[config.mk]
export PLATFORM = sky130hd
export DESIGN_NAME = dex_catch_handler_list_scanner_top
export DESIGN_NICKNAME = d
export VERILOG_FILES = /design/src/dchls_pkg.sv /design/src/dchls_front.sv /design/src/dchls_back.sv /design/src/dex_catch_handler_list_scanner_top.sv
export VERILOG_INCLUDE_DIRS = /design/src /design/src/src
export SDC_FILE = /design/constraint.sdc
export NUM_CORES = 1
export LEC_CHECK = 0
export ABC_AREA = 1
export BUFFER_PORTS_ARGS = -buffer_cell sky130_fd_sc_hd__clkbuf_2
export CORE_MARGIN = 2
export CORE_UTILIZATION = 57
export CTS_CLUSTER_SIZE = 30
export DETAILED_ROUTE_END_ITERATION = 16
export PLACE_DENSITY = 0.75
export RECOVER_POWER = 100
export SETUP_SLACK_MARGIN = 0.02
export SYNTH_ARGS = -nofsm -noshare
export SYNTH_HDL_FRONTEND = slang
export SYNTH_SLANG_ARGS = --single-unit
[constraint.sdc]
create_clock -name clock -period 4.15 [get_ports clock]
set_input_delay 0 -clock clock [delete_from_list [all_inputs] [get_ports clock]]
set_output_delay 0 -clock clock [all_outputs]
set_load 0.05 [all_outputs]
[src/dex_catch_handler_list_scanner_top_defines.svh]
// Assertion macros shared by the catch handler list scanner RTL.
// No dependencies; included by the modules that carry assertions.
`ifndef DEX_CATCH_HANDLER_LIST_SCANNER_TOP_DEFINES_SVH
`define DEX_CATCH_HANDLER_LIST_SCANNER_TOP_DEFINES_SVH

// Same-cycle implication, checked out of reset.
`define DCHLS_ASSERT_NOW(lbl, ante, cons, msg) \
   lbl: assert property (@(posedge clock) disable iff (reset) (ante) |-> (cons)) \
      else $error(msg);

// Next-cycle implication, checked out of reset.
`define DCHLS_ASSERT_NEXT(lbl, ante, cons, msg) \
   lbl: assert property (@(posedge clock) disable iff (reset) (ante) |=> (cons)) \
      else $error(msg);

`endif

[src/dchls_pkg.sv]
// Package for the catch handler list scanner: word types, queue token, phase codes.
// No dependencies.
`timescale 1ns / 1ps

package dchls_pkg;

   // Walk phases; the first five double as the reported value kind.
   localparam logic [2:0] PH_COUNT    = 3'd0;
   localparam logic [2:0] PH_SIZE     = 3'd1;
   localparam logic [2:0] PH_TYPE     = 3'd2;
   localparam logic [2:0] PH_ADDR     = 3'd3;
   localparam logic [2:0] PH_CATCHALL = 3'd4;
   localparam logic [2:0] PH_IDLE     = 3'd5;

   // Fifth LEB128 byte sits at this byte position.
   localparam logic [2:0] LAST_POS = 3'd4;

   typedef struct packed {
      logic [7:0] data_byte;
      logic       start_req;
   } req_word_type;

   typedef struct packed {
      logic        value_done;
      logic [2:0]  value_kind;
      logic [31:0] value_bits;
      logic        list_end;
      logic [31:0] bytes_used;
   } rsp_word_type;

   // Classified byte as it sits in the queue.
   typedef struct packed {
      logic [7:0] raw;
      logic       more;
      logic       start;
   } tok_type;

   typedef struct packed {
      logic    valid;
      tok_type tok;
   } q_head_type;

endpackage

[src/dchls_front.sv]
// Front end: accepts request words, tags continuation/start, two-entry queue.
// Depends on dchls_pkg.
`timescale 1ns / 1ps

module dchls_front (
   input  logic                     clock,
   input  logic                     reset,
   input  logic                     req_valid,
   output logic                     req_stall,
   input  dchls_pkg::req_word_type  req_word,
   output dchls_pkg::q_head_type    head,
   input  logic                     pop
);
   import dchls_pkg::*;

   tok_type    q_ff [2];
   logic       wr_ptr_ff, wr_ptr_in;
   logic       rd_ptr_ff, rd_ptr_in;
   logic [1:0] cnt_ff, cnt_in;
   logic       push;
   tok_type    tok;

   assign req_stall = (cnt_ff == 2'd2);
   assign push      = req_valid && !req_stall;

   always_comb begin
      tok.raw   = req_word.data_byte;
      tok.more  = req_word.data_byte[7];
      tok.start = req_word.start_req;
   end

   assign head.valid = (cnt_ff != 2'd0);
   assign head.tok   = q_ff[rd_ptr_ff];

   always_comb begin
      wr_ptr_in = push ? ~wr_ptr_ff : wr_ptr_ff;
      rd_ptr_in = pop  ? ~rd_ptr_ff : rd_ptr_ff;
      cnt_in    = cnt_ff + {1'b0, push} - {1'b0, pop};
   end

   always_ff @(posedge clock) begin
      if (push) begin
         q_ff[wr_ptr_ff] <= tok;
      end
   end

   always_ff @(posedge clock) begin
      if (reset) begin
         wr_ptr_ff <= 1'b0;
         rd_ptr_ff <= 1'b0;
         cnt_ff    <= 2'd0;
      end else begin
         wr_ptr_ff <= wr_ptr_in;
         rd_ptr_ff <= rd_ptr_in;
         cnt_ff    <= cnt_in;
      end
   end

endmodule

[src/dchls_back.sv]
// Back end: LEB128 accumulation, list walk and the registered response slot.
// Depends on dchls_pkg and the assertion macro header.
`timescale 1ns / 1ps
`include "dex_catch_handler_list_scanner_top_defines.svh"

module dchls_back (
   input  logic                     clock,
   input  logic                     reset,
   input  dchls_pkg::q_head_type    head,
   output logic                     pop,
   output logic                     rsp_valid,
   input  logic                     rsp_stall,
   output dchls_pkg::rsp_word_type  rsp_word
);
   import dchls_pkg::*;

   logic [2:0]   phase_ff, phase_in;
   logic [31:0]  acc_ff, acc_in;
   logic [2:0]   pos_ff, pos_in;
   logic [31:0]  hl_ff, hl_in;
   logic [31:0]  pl_ff, pl_in;
   logic         cap_ff, cap_in;
   logic [31:0]  cnt_ff, cnt_in;
   logic         rsp_valid_ff, rsp_valid_in;
   rsp_word_type rsp_word_ff, rsp_word_in;

   // walk state as seen by this byte (start clears it first)
   logic [2:0]   ph;
   logic [31:0]  acc;
   logic [2:0]   pos;
   logic [31:0]  hl;
   logic [31:0]  pl;
   logic         cap;
   logic [31:0]  cnt;
   logic [6:0]   pay;
   logic [31:0]  acc_new;
   logic [31:0]  value;
   logic         last;
   logic         done;
   logic         list_end;
   logic [31:0]  hl_dec;
   logic [31:0]  pl_dec;

   assign pop = head.valid && (!rsp_valid_ff || !rsp_stall);

   always_comb begin
      ph  = head.tok.start ? PH_COUNT : phase_ff;
      acc = head.tok.start ? 32'd0    : acc_ff;
      pos = head.tok.start ? 3'd0     : pos_ff;
      hl  = head.tok.start ? 32'd0    : hl_ff;
      pl  = head.tok.start ? 32'd0    : pl_ff;
      cap = head.tok.start ? 1'b0     : cap_ff;
      cnt = head.tok.start ? 32'd0    : cnt_ff;
      pay = head.tok.raw[6:0];

      unique case (pos)
         3'd0:    acc_new = acc | {25'd0, pay};
         3'd1:    acc_new = acc | {18'd0, pay, 7'd0};
         3'd2:    acc_new = acc | {11'd0, pay, 14'd0};
         3'd3:    acc_new = acc | {4'd0, pay, 21'd0};
         default: acc_new = acc | {head.tok.raw[3:0], 28'd0};
      endcase

      last = (pos == LAST_POS) || !head.tok.more;

      value = acc_new;
      if (ph == PH_SIZE) begin
         unique case (pos)
            3'd0:    value = {{25{acc_new[6]}}, acc_new[6:0]};
            3'd1:    value = {{18{acc_new[13]}}, acc_new[13:0]};
            3'd2:    value = {{11{acc_new[20]}}, acc_new[20:0]};
            3'd3:    value = {{4{acc_new[27]}}, acc_new[27:0]};
            default: value = acc_new;
         endcase
      end

      hl_dec = hl - 32'd1;
      pl_dec = pl - 32'd1;

      phase_in = ph;
      acc_in   = acc;
      pos_in   = pos;
      hl_in    = hl;
      pl_in    = pl;
      cap_in   = cap;
      cnt_in   = cnt;
      done     = 1'b0;
      list_end = 1'b0;

      if (ph != PH_IDLE) begin
         if (cnt != 32'hffff_ffff) begin
            cnt_in = cnt + 32'd1;
         end
         if (!last) begin
            acc_in = acc_new;
            pos_in = pos + 3'd1;
         end else begin
            done   = 1'b1;
            acc_in = 32'd0;
            pos_in = 3'd0;
            unique case (ph)
               PH_COUNT: begin
                  hl_in = value;
                  if (value == 32'd0) begin
                     phase_in = PH_IDLE;
                     list_end = 1'b1;
                  end else begin
                     phase_in = PH_SIZE;
                  end
               end
               PH_SIZE: begin
                  if (value[31] || value == 32'd0) begin
                     cap_in = 1'b1;
                     pl_in  = 32'd0 - value;
                  end else begin
                     cap_in = 1'b0;
                     pl_in  = value;
                  end
                  phase_in = (value == 32'd0) ? PH_CATCHALL : PH_TYPE;
               end
               PH_TYPE: begin
                  phase_in = PH_ADDR;
               end
               PH_ADDR: begin
                  pl_in = pl_dec;
                  if (pl_dec != 32'd0) begin
                     phase_in = PH_TYPE;
                  end else if (cap) begin
                     phase_in = PH_CATCHALL;
                  end else begin
                     hl_in    = hl_dec;
                     list_end = (hl_dec == 32'd0);
                     phase_in = list_end ? PH_IDLE : PH_SIZE;
                  end
               end
               default: begin
                  cap_in   = 1'b0;
                  hl_in    = hl_dec;
                  list_end = (hl_dec == 32'd0);
                  phase_in = list_end ? PH_IDLE : PH_SIZE;
               end
            endcase
         end
      end

      rsp_word_in.value_done = done;
      rsp_word_in.value_kind = done ? ph : 3'd0;
      rsp_word_in.value_bits = done ? value : 32'd0;
      rsp_word_in.list_end   = list_end;
      rsp_word_in.bytes_used = cnt_in;

      rsp_valid_in = pop || (rsp_valid_ff && rsp_stall);
   end

   always_ff @(posedge clock) begin
      if (pop) begin
         rsp_word_ff <= rsp_word_in;
      end
   end

   always_ff @(posedge clock) begin
      if (reset) begin
         phase_ff     <= PH_COUNT;
         acc_ff       <= 32'd0;
         pos_ff       <= 3'd0;
         hl_ff        <= 32'd0;
         pl_ff        <= 32'd0;
         cap_ff       <= 1'b0;
         cnt_ff       <= 32'd0;
         rsp_valid_ff <= 1'b0;
      end else begin
         rsp_valid_ff <= rsp_valid_in;
         if (pop) begin
            phase_ff <= phase_in;
            acc_ff   <= acc_in;
            pos_ff   <= pos_in;
            hl_ff    <= hl_in;
            pl_ff    <= pl_in;
            cap_ff   <= cap_in;
            cnt_ff   <= cnt_in;
         end
      end
   end

   assign rsp_valid = rsp_valid_ff;
   assign rsp_word  = rsp_word_ff;

   `DCHLS_ASSERT_NOW(a_end_has_value, rsp_valid_ff && rsp_word_ff.list_end,
      rsp_word_ff.value_done, "list end reported without a completed value")
   `DCHLS_ASSERT_NOW(a_pos_range, 1'b1, pos_ff <= LAST_POS,
      "LEB128 byte position ran past the fifth byte")
   `DCHLS_ASSERT_NOW(a_idle_clean, phase_ff == PH_IDLE,
      (pos_ff == 3'd0) && (acc_ff == 32'd0), "idle walk holds a partial value")
   `DCHLS_ASSERT_NOW(a_no_value_zero, rsp_valid_ff && !rsp_word_ff.value_done,
      (rsp_word_ff.value_kind == 3'd0) && (rsp_word_ff.value_bits == 32'd0),
      "kind or value set without a completed value")
   `DCHLS_ASSERT_NEXT(a_pop_fills_slot, pop, rsp_valid_ff,
      "consumed byte produced no response")

endmodule

[src/dex_catch_handler_list_scanner_top.sv]
// Top level of the catch handler list scanner.
// Depends on dchls_pkg, dchls_front and dchls_back.
`timescale 1ns / 1ps
// Scans a DEX encoded catch handler list one byte per word, one response word
// per request word, at a sustained rate of one word per clock while rsp_stall
// is low. A word with start_req set restarts the walk at the list count. Each
// response carries any LEB128 value the byte completes (kind: count, handler
// size, type index, address, catch-all address), the saturating byte count
// and an end-of-list flag; bytes after the end report no value and a frozen
// count. The queue takes an accepted word and the walker moves it into the
// response register when that register is free or being drained. The rate is
// set by the walker in the back end, which folds one byte into the
// accumulator and advances the walk combinationally as it pops the byte;
// a two-word queue in front and the response register behind let either side
// stall without stopping the other.

module dex_catch_handler_list_scanner_top (
   input  logic                     clock,
   input  logic                     reset,
   input  logic                     req_valid,
   output logic                     req_stall,
   input  dchls_pkg::req_word_type  req_word,
   output logic                     rsp_valid,
   input  logic                     rsp_stall,
   output dchls_pkg::rsp_word_type  rsp_word
);
   import dchls_pkg::*;

   // queue head toward the walker, and the walker's take
   q_head_type head;
   logic       pop;

   dchls_front u_front (
      .clock     (clock),
      .reset     (reset),
      .req_valid (req_valid),
      .req_stall (req_stall),
      .req_word  (req_word),
      .head      (head),
      .pop       (pop)
   );

   dchls_back u_back (
      .clock     (clock),
      .reset     (reset),
      .head      (head),
      .pop       (pop),
      .rsp_valid (rsp_valid),
      .rsp_stall (rsp_stall),
      .rsp_word  (rsp_word)
   );

endmodule

Yosys cells after proc, flatten, opt, wreduce, memory -nomap -nowiden
Memories as Yosys holds them, arrays and structs flattened. A register that Yosys moved wholly into a read port is not among the register bits.
Index checks and enable logic that the tools add are counted.
{ "word_totals": {"n_memories": 1, "wordCells": 108, "input_bits": 13, "out_inout_bits": 71, "rom_bits": 0, "ff_bits": 209, "latch_bits": 0, "ram_bits": 20} }
{ "op_classes": {"div": 0, "bitwise": 7, "magnitude_cmp": 0, "n_reduce_logical": 20, "n_eq_ne": 10, "multipliers": 0, "muxes": 47, "n_addsub": 7, "n_shift": 0} }
{ "mem_list": {"columns": ["memory", "words", "word_bits", "rd", "rd_clocked_by_memory_dff", "write_ports", "line_no", "rtl"], "rows": [
  ["u_front.q_ff", 2, 10, 1, 1, 1, "dchls_front.sv:16", "tok_type q_ff [2];"]
]} }
{ "ops": {"columns": ["op", "count"], "rows": [
  ["$mux W32", 16],
  ["$pmux W32 S4", 2],
  ["$pmux W32 S3", 1],
  ["$logic_not A32 Y1", 2],
  ["$pmux W32 S2", 1],
  ["$sub A32 B1 Y32 const B", 2],
  ["$mux W3", 11],
  ["$add A32 B1 Y32 const B", 1],
  ["$ne A32 B32 Y1 const B", 1],
  ["$or A32 B14 Y32", 1],
  ["$or A32 B21 Y32", 1],
  ["$or A32 B28 Y32", 1],
  ["$or A32 B32 Y32", 1],
  ["$or A32 B7 Y32", 1],
  ["$reduce_bool A32 Y1", 1],
  ["$sub A1 B32 Y32 const A", 1],
  ["$mux W1", 13],
  ["$eq A3 B2 Y1 const B", 4],
  ["$pmux W3 S4", 1],
  ["$eq A3 B1 Y1 const B", 2],
  ["$logic_not A3 Y1", 2],
  ["$logic_not A1 Y1", 4],
  ["$logic_or A1 B1 Y1", 4],
  ["$add A3 B1 Y3 const B", 1],
  ["other kinds (13)", 16]
]} }

Logic depth before layout (Yosys ltp)
Gate-level depths: netlist (run 1).
{ "logic_depth": {"depth_word": 11, "ltp_mapped": 36, "ltp_nobuf": 29} }

By module
Synthesis (run 1) repeated with hierarchy kept, for this count alone.
{ "unflattened": {"cells_unflattened": 2711, "area_unflattened_um2": 17601.9} }
{ "modules_own_cells": {"columns": ["mod", "seq_area_each_um2", "cells_each", "area_each_um2", "n_inst"], "rows": [
  ["dchls_back", 4794.6, 2648, 16671.0, 1],
  ["dchls_front", 640.6, 63, 930.9, 1]
]} }

Least setup slack after synthesis (run 1)
Ideal clock, no wire load.
{ "synth_timing": {"path_type": "register -> register", "from": "register u_back.rsp_valid_ff (netlist: u_back.rsp_valid)", "to": "register u_front.cnt_ff[1]", "stages_incl_launch_ff": 12, "required_ns": 4.080, "slack_ns": -0.354, "path_buffers": 2, "arrival_ns": 4.434, "setup_time_ns": 0.070, "cell_sequence": "dfxtp_1 -> nand2_1 -> o21ai_1 -> clkinv_1 -> clkbuf_1 -> buf_1 -> ha_1 -> inv_1 -> ha_1 -> xor2_1 -> o21ai_0 -> a21oi_1"} }
{ "synth_via": {"elab_chain_len": 4} }
{ "synth_rtl": {"columns": ["item", "line_no", "rtl"], "rows": [
  ["start, declared", "dchls_back.sv:24", "logic rsp_valid_ff, rsp_valid_in;"],
  ["start signal, assigned", "dchls_back.sv:172", "rsp_valid_ff <= rsp_valid_in;"],
  ["$logic_not A1 Y1", "dchls_back.sv:44", "assign pop = head.valid && (!rsp_valid_ff || !rsp_stall);"],
  ["$logic_or A1 B1 Y1", "dchls_back.sv:44", null],
  ["$logic_and A1 B1 Y1", "dchls_back.sv:44", null],
  ["net pop", "dex_catch_handler_list_scanner_top.sv:31", "logic pop;"],
  ["$sub A2 B1 Y2", "dchls_front.sv:38", "cnt_in = cnt_ff + {1'b0, push} - {1'b0, pop};"],
  ["end signal, assigned", "dchls_front.sv:55", "cnt_ff <= cnt_in;"],
  ["end, declared", "dchls_front.sv:19", "logic [1:0] cnt_ff, cnt_in;"]
]} }
The timed path passes the listed nets, and every way through them passes these cells.
A chain may end at the register's enable or synchronous reset.

==> results of run 1 <==
==> worst max path at each step <==
stage                             startpoint                  end  slack, ns  cells after the start
after floorplan           u_front.q_ff[0][0]     u_back.pl_ff[14]       0.02                     32
after global placement                  flop      u_back.hl_ff[4]       0.16                     23
after detailed placement                flop     u_back.pl_ff[27]       0.11                     29
after CTS                               flop     u_back.pl_ff[27]       0.12                     29
after global routing      u_front.q_ff[1][0]     u_back.pl_ff[27]      -0.08                     25
final                                   flop  u_back.rsp_word[33]       0.18                     11
==> worst max-delay path, cell delays in order (launching register included) <==
cell and delay (ns):
dfxtp_4 0.38, buf_4 0.17, nand2_2 0.11, nand2_2 0.26, buf_12 0.27, nor2_1 0.30
inv_1 0.15, nor2_1 0.15, nand2_1 0.39, nand2_1 0.25, clkbuf_2 0.88, nor2_1 0.30
==> logic make-up after synthesis <==
group | count (synthesis) | share of synthesized area (%)
xor+xnor | 59 | 2.91
flops | 228 | 30.6
buf+inv | 538 | 12.7
fa+ha+maj | 13 | 0.916
simple gates | 1459 | 36.1
compound gates | 530 | 16.8
==> per-layer routing <==
layer  GRT usage [%]  share of wire (%)  vias to the layer above
li1                -                  -                     9325
met1            49.4                 40                     9053
met2            60.5                 44                     1167
met3            4.32                9.3                      229
met4            21.0                6.1                        0
met5               0                  0                        -
==> timing repair <==
action / CTS / global route
gates resized for setup: 0 / 9
hold endpoints to repair: 20 / 0
hold buffers: 11 / 0
endpoints found under the setup margin: 0 / 59
==> metrics by stage <==
stage               utilization, %  hold slack [ns]  cells  setup WS, ns  area (sq um)
detailed placement            60.7            0.192   3244         0.114         18600
CTS                           64.1            0.168   3305         0.123         19600
floorplan                        -           0.0989   2827        0.0229         17800
global route                  63.8            0.180   3305       -0.0820         19500
finish                        63.8            0.178   3305         0.184         19500
global placement              60.7            0.191   3244         0.159         18600
==> area by class of cell <==
class                           instances  area share (%)
Clock buffer                           29            3.50
Clock inverter                         21            1.30
Inverter                              403            7.81
Multi-Input combinational cell       2061            51.7
Sequential cell                       228            27.9
Tap cell                              396            2.54
Timing Repair Buffer                  167            5.23
==> state kept, by name, indices dropped and copies added, names as in the netlist, 2 cells and up, named ones only <==
signal and flops:
u_back.acc_ff 32, u_back.cnt_ff 32, u_back.hl_ff 32, u_back.phase_ff 3, u_back.pl_ff 32, u_back.pos_ff 3
u_back.rsp_word 69, u_front.cnt_ff 2, u_front.q_ff 18
==> layout by cell type (no fill, tap or decap), types with 9 or more instances in the layout <==
| master | instances |
|---|---|
| a21oi_1 | 185 |
| a21oi_2 | 11 |
| a221oi_1 | 19 |
| a31oi_1 | 25 |
| buf_4 | 64 |
| clkbuf_1 | 79 |
| clkbuf_16 | 27 |
| clkbuf_2 | 9 |
| dfxtp_1 | 140 |
| dlygate4sd3_1 | 11 |
| edfxtp_1 | 87 |
| ha_1 | 13 |
| inv_1 | 382 |
| inv_2 | 16 |
| nand2_1 | 744 |
| nand2_2 | 36 |
| nand2_4 | 10 |
| nand3_1 | 185 |
| nand3_2 | 9 |
| nand4_1 | 70 |
| nor2_1 | 317 |
| nor2_2 | 32 |
| nor2_4 | 9 |
| nor3_1 | 24 |
| o21ai_0 | 203 |
| o21ai_1 | 29 |
| o221ai_1 | 21 |
| o22ai_1 | 17 |
| xnor2_1 | 10 |
| xor2_1 | 49 |
==> reports/summary.txt, run 1 <==
status: complete, no violations
vias in the first global route: 18600
number of diodes: 0
IO Pins: 84
post-synth top area share: 15.9%
WHS Path Cells: 2
number of routed nets with antenna violations: 0
Setup Fix Bufs, Post-CTS: 0
post-DR wirelength/cell: 19.2 um
Initial Utilization: 58.0%
FF-to-FF setup slack: 0.18 ns
die area: 32600 sq um
Worst EP required: 4.37 ns
top-count cell post-synth: nand2_1
Main synth FF type: dfxtp_1
area grow syn2layout: 9.91%
Synth async-reset ratio: 0%
largest net degree at the start of global routing: 116
layout cells sized above 1: 9.38%
cell count after synthesis: 2827
# Max-Cap Violations: 0
DRC Markers: 0
CP Capture Type: flop
# rows: 64
first-pass GRT wire length: 99.2 mm
Hold Fails Final Rpt: 0
Root Buffer: clkbuf_16
Syn Nets: 2853
Nets: 2914
Slew @ Worst Pin: 1.45 ns
Reg clk slew, reported paths: 0.06 ns
DRT Wirelength: 63.5 mm
Yosys Warn Count: 0
top post-synthesis cells by area: dfxtp_1, nand2_1, edfxtp_1, inv_1, nor2_1
Post-synth EDFFs: 87
Post-Synthesis Cell Area: 17700 sq um
later-pin clock latency in the skew report: 0.57 ns
Yosys top cell by area: dfxtp_1
Yosys reg bits: 228
antenna violations before repair: 0
crit path DAT: 4.18 ns
H-Tree Depth: 1
Max Root-Sink Buffers: 3
GR Overflow Total: 0
Clock Skews: 0.0234 ns
Hold Path End: u_front.q_ff[1][8]
worst-path maximum fanout: 47
sequential fraction of the synthesis area: 30.6%
Final GP Congestion: 1.05
Die Span Y: 180 um
fin crit period: 3.97 ns
drt first-iter violations: 2445
Crit Path Class: reg2reg
First-pass DRT Iterations: 6
Distinct cells, synth: 53
vias post-DR: 19800
Clock Sinks: 228
CTS Buf Count: 27
DIE WIDTH: 180 um
Hold Startpoint: req_word[7]
Worst setup SP type: flop
CTS tree: yes
Peak Freq: 252 MHz
Final HPWL DP: 44.9 mm
RR Endpoint: u_back.rsp_word[33]
FF-to-FF path depth: 11
gr usage total: 37.6%
list of most frequent post-synthesis cells: nand2_1, inv_1, nor2_1
core area: 30600 sq um
# fillers: 2890
storage element area: 5440 sq um
worst hold path type: in2reg
Setup TNS Final: 0 ns
final setup fails: 0
fin crit share: 95.6%
Rel. slew slack: 3.37%
Synth Area per Inst: 6.28 sq um
Port-buffer cells: 83
multi-input logic area: 10100 sq um
Avg Vias per Cell: 5.98
Max Slew Vio Count: 0
Power of run 1 is left out: the tool's default activity adds up to more than one toggle a clock period on the data nets, which glitch-free logic cannot reach.
==> run 2, diff against run 1 <==
CORE_UTILIZATION = 30   (was 57)
PLACE_DENSITY = 0.43   (was 0.75)
==> reports/summary.txt, run 2 (synthesized netlist as in run 1, its figures left out) <==
status: complete, no violations
Worst EP required: 4.55 ns
Max Slew Vio Count: 0
Root Buffer: clkbuf_16
Port-buffer cells: 83
# fillers: 6562
final setup fails: 0
RSZ-0062 raised after global routing: false
Initial Utilization: 30.2%
Clock Skews: 0.0241 ns
most frequent cells in the layout: nand2_1, inv_1, nor2_1
First-pass DRT Iterations: 7
fin crit share: 92.2%
multi-input logic area: 10100 sq um
WHS Path Cells: 2
DRT Wirelength: 74.1 mm
commonest non-fill, non-tap cell in the layout: nand2_1
largest net degree at the start of global routing: 167
gr usage total: 24.0%
Peak Freq: 261 MHz
vias post-DR: 19200
worst hold path type: in2reg
CTS Buf Count: 34
H-Tree Depth: 2
Clock Sinks: 228
Worst setup SP type: flop
Max Root-Sink Buffers: 3
FF-to-FF path depth: 20
fin crit period: 3.83 ns
GR Overflow Total: 0
DIE WIDTH: 247 um
drt first-iter violations: 1515
# Max-Cap Violations: 0
DRC Markers: 0
Nets: 2960
Reg clk slew, reported paths: 0.06 ns
# rows: 89
layout cells sized above 1: 10.4%
Die Span Y: 247 um
IO Pins: 84
post-DR wirelength/cell: 19.9 um
Rel. slew slack: 13.7%
antenna violations before repair: 0
crit path DAT: 4.23 ns
worst-path maximum fanout: 68
Avg Vias per Cell: 5.14
Setup TNS Final: 0 ns
core area: 58800 sq um
CTS tree: yes
first-pass GRT wire length: 112 mm
CP Capture Type: flop
Largest register FFs: 69
Final GP Congestion: 0.923
Hold Fails Final Rpt: 0
Final HPWL DP: 53.7 mm
number of routed nets with antenna violations: 0
storage element area: 5440 sq um
Crit Path Class: reg2reg
Slew @ Worst Pin: 1.29 ns
vias in the first global route: 18300
die area: 61100 sq um
later-pin clock latency in the skew report: 0.55 ns
area grow syn2layout: 15.3%
-- run 2: changes by cell type in the layout (fill, tap and decap cells not counted), moves of 3 or more --
cell / change
buf_4: +29
clkbuf_1: +10
clkbuf_16: +7
clkinvlp_4: -5
clkinv_1: -4
clkbuf_2: +3
clkbuf_8: +3
o21ai_1: -3
-- run 2: worst paths after layout --
check / from / end / slack [ns]
setup reg to reg: u_front.q_ff[0][0] / u_back.pl_ff[18] / 0.32
setup / recovery: u_front.q_ff[0][0] / u_back.pl_ff[18] / 0.32
hold reg to reg: u_front.rd_ptr_ff / flop / 0.46
hold / removal: req_word[5] / u_front.q_ff[1][6] / 0.19
-- run 2: repair_timing --
action / in CTS / in global routing
resized for setup: 0 / 5
hold buffers: 13 / 0
setup endpoints to repair: 0 / 29
hold endpoints to repair: 37 / 0
setup buffers: 0 / 1
-- run 2: area by class of cell --
type	count	share of cell area, %
Tap cell	773	4.73
Antenna cell	1	0.0122
Sequential cell	228	26.6
Inverter	403	7.44
Clock inverter	12	0.795
Timing Repair Buffer	205	6.46
Clock buffer	48	4.56
Multi-Input combinational cell	2062	49.4
-- run 2: stage by stage --
| stage | setup WS [ns] | utilization, % | cells | hold WS (ns) | cell area (sq um) |
|---|---|---|---|---|---|
| 2_1_floorplan | 0.0229 | - | 2827 | 0.0989 | 17800 |
| 3_3_place_gp | 0.314 | 32.9 | 3656 | 0.189 | 19300 |
| 3_5_place_dp | 0.251 | 32.9 | 3656 | 0.196 | 19300 |
| 4_1_cts | 0.234 | 35.0 | 3729 | 0.157 | 20600 |
| 5_1_grt | 0.0189 | 34.8 | 3731 | 0.201 | 20500 |
| 6_report | 0.322 | 34.8 | 3732 | 0.187 | 20500 |
-- run 2: layer usage --
layer	track usage, %	up-vias	share of wire [%]
met5	0	-	0
met4	8.42	0	3.5
met3	3.08	106	5.6
met2	39.8	592	46
met1	31.9	9077	45
li1	-	9415	-
-- run 2: critical path: stages (launching register included) --
cell and delay, ns:
edfxtp_1 0.42, inv_1 0.12, nand2_4 0.06, nand2_4 0.08, buf_12 0.30, nand4_4 0.30, nor2_4 0.26, nand3_2 0.15
buf_4 0.18, nand2_1 0.07, inv_1 0.05, o21ai_2 0.06, nand2_1 0.13, inv_1 0.14, nand3_2 0.15, nor2_4 0.19
nand2_8 0.16, nand2_8 0.22, nand2_1 0.09, o21ai_1 0.35, a31oi_1 0.13
Power of run 2 is left out for the same reason.
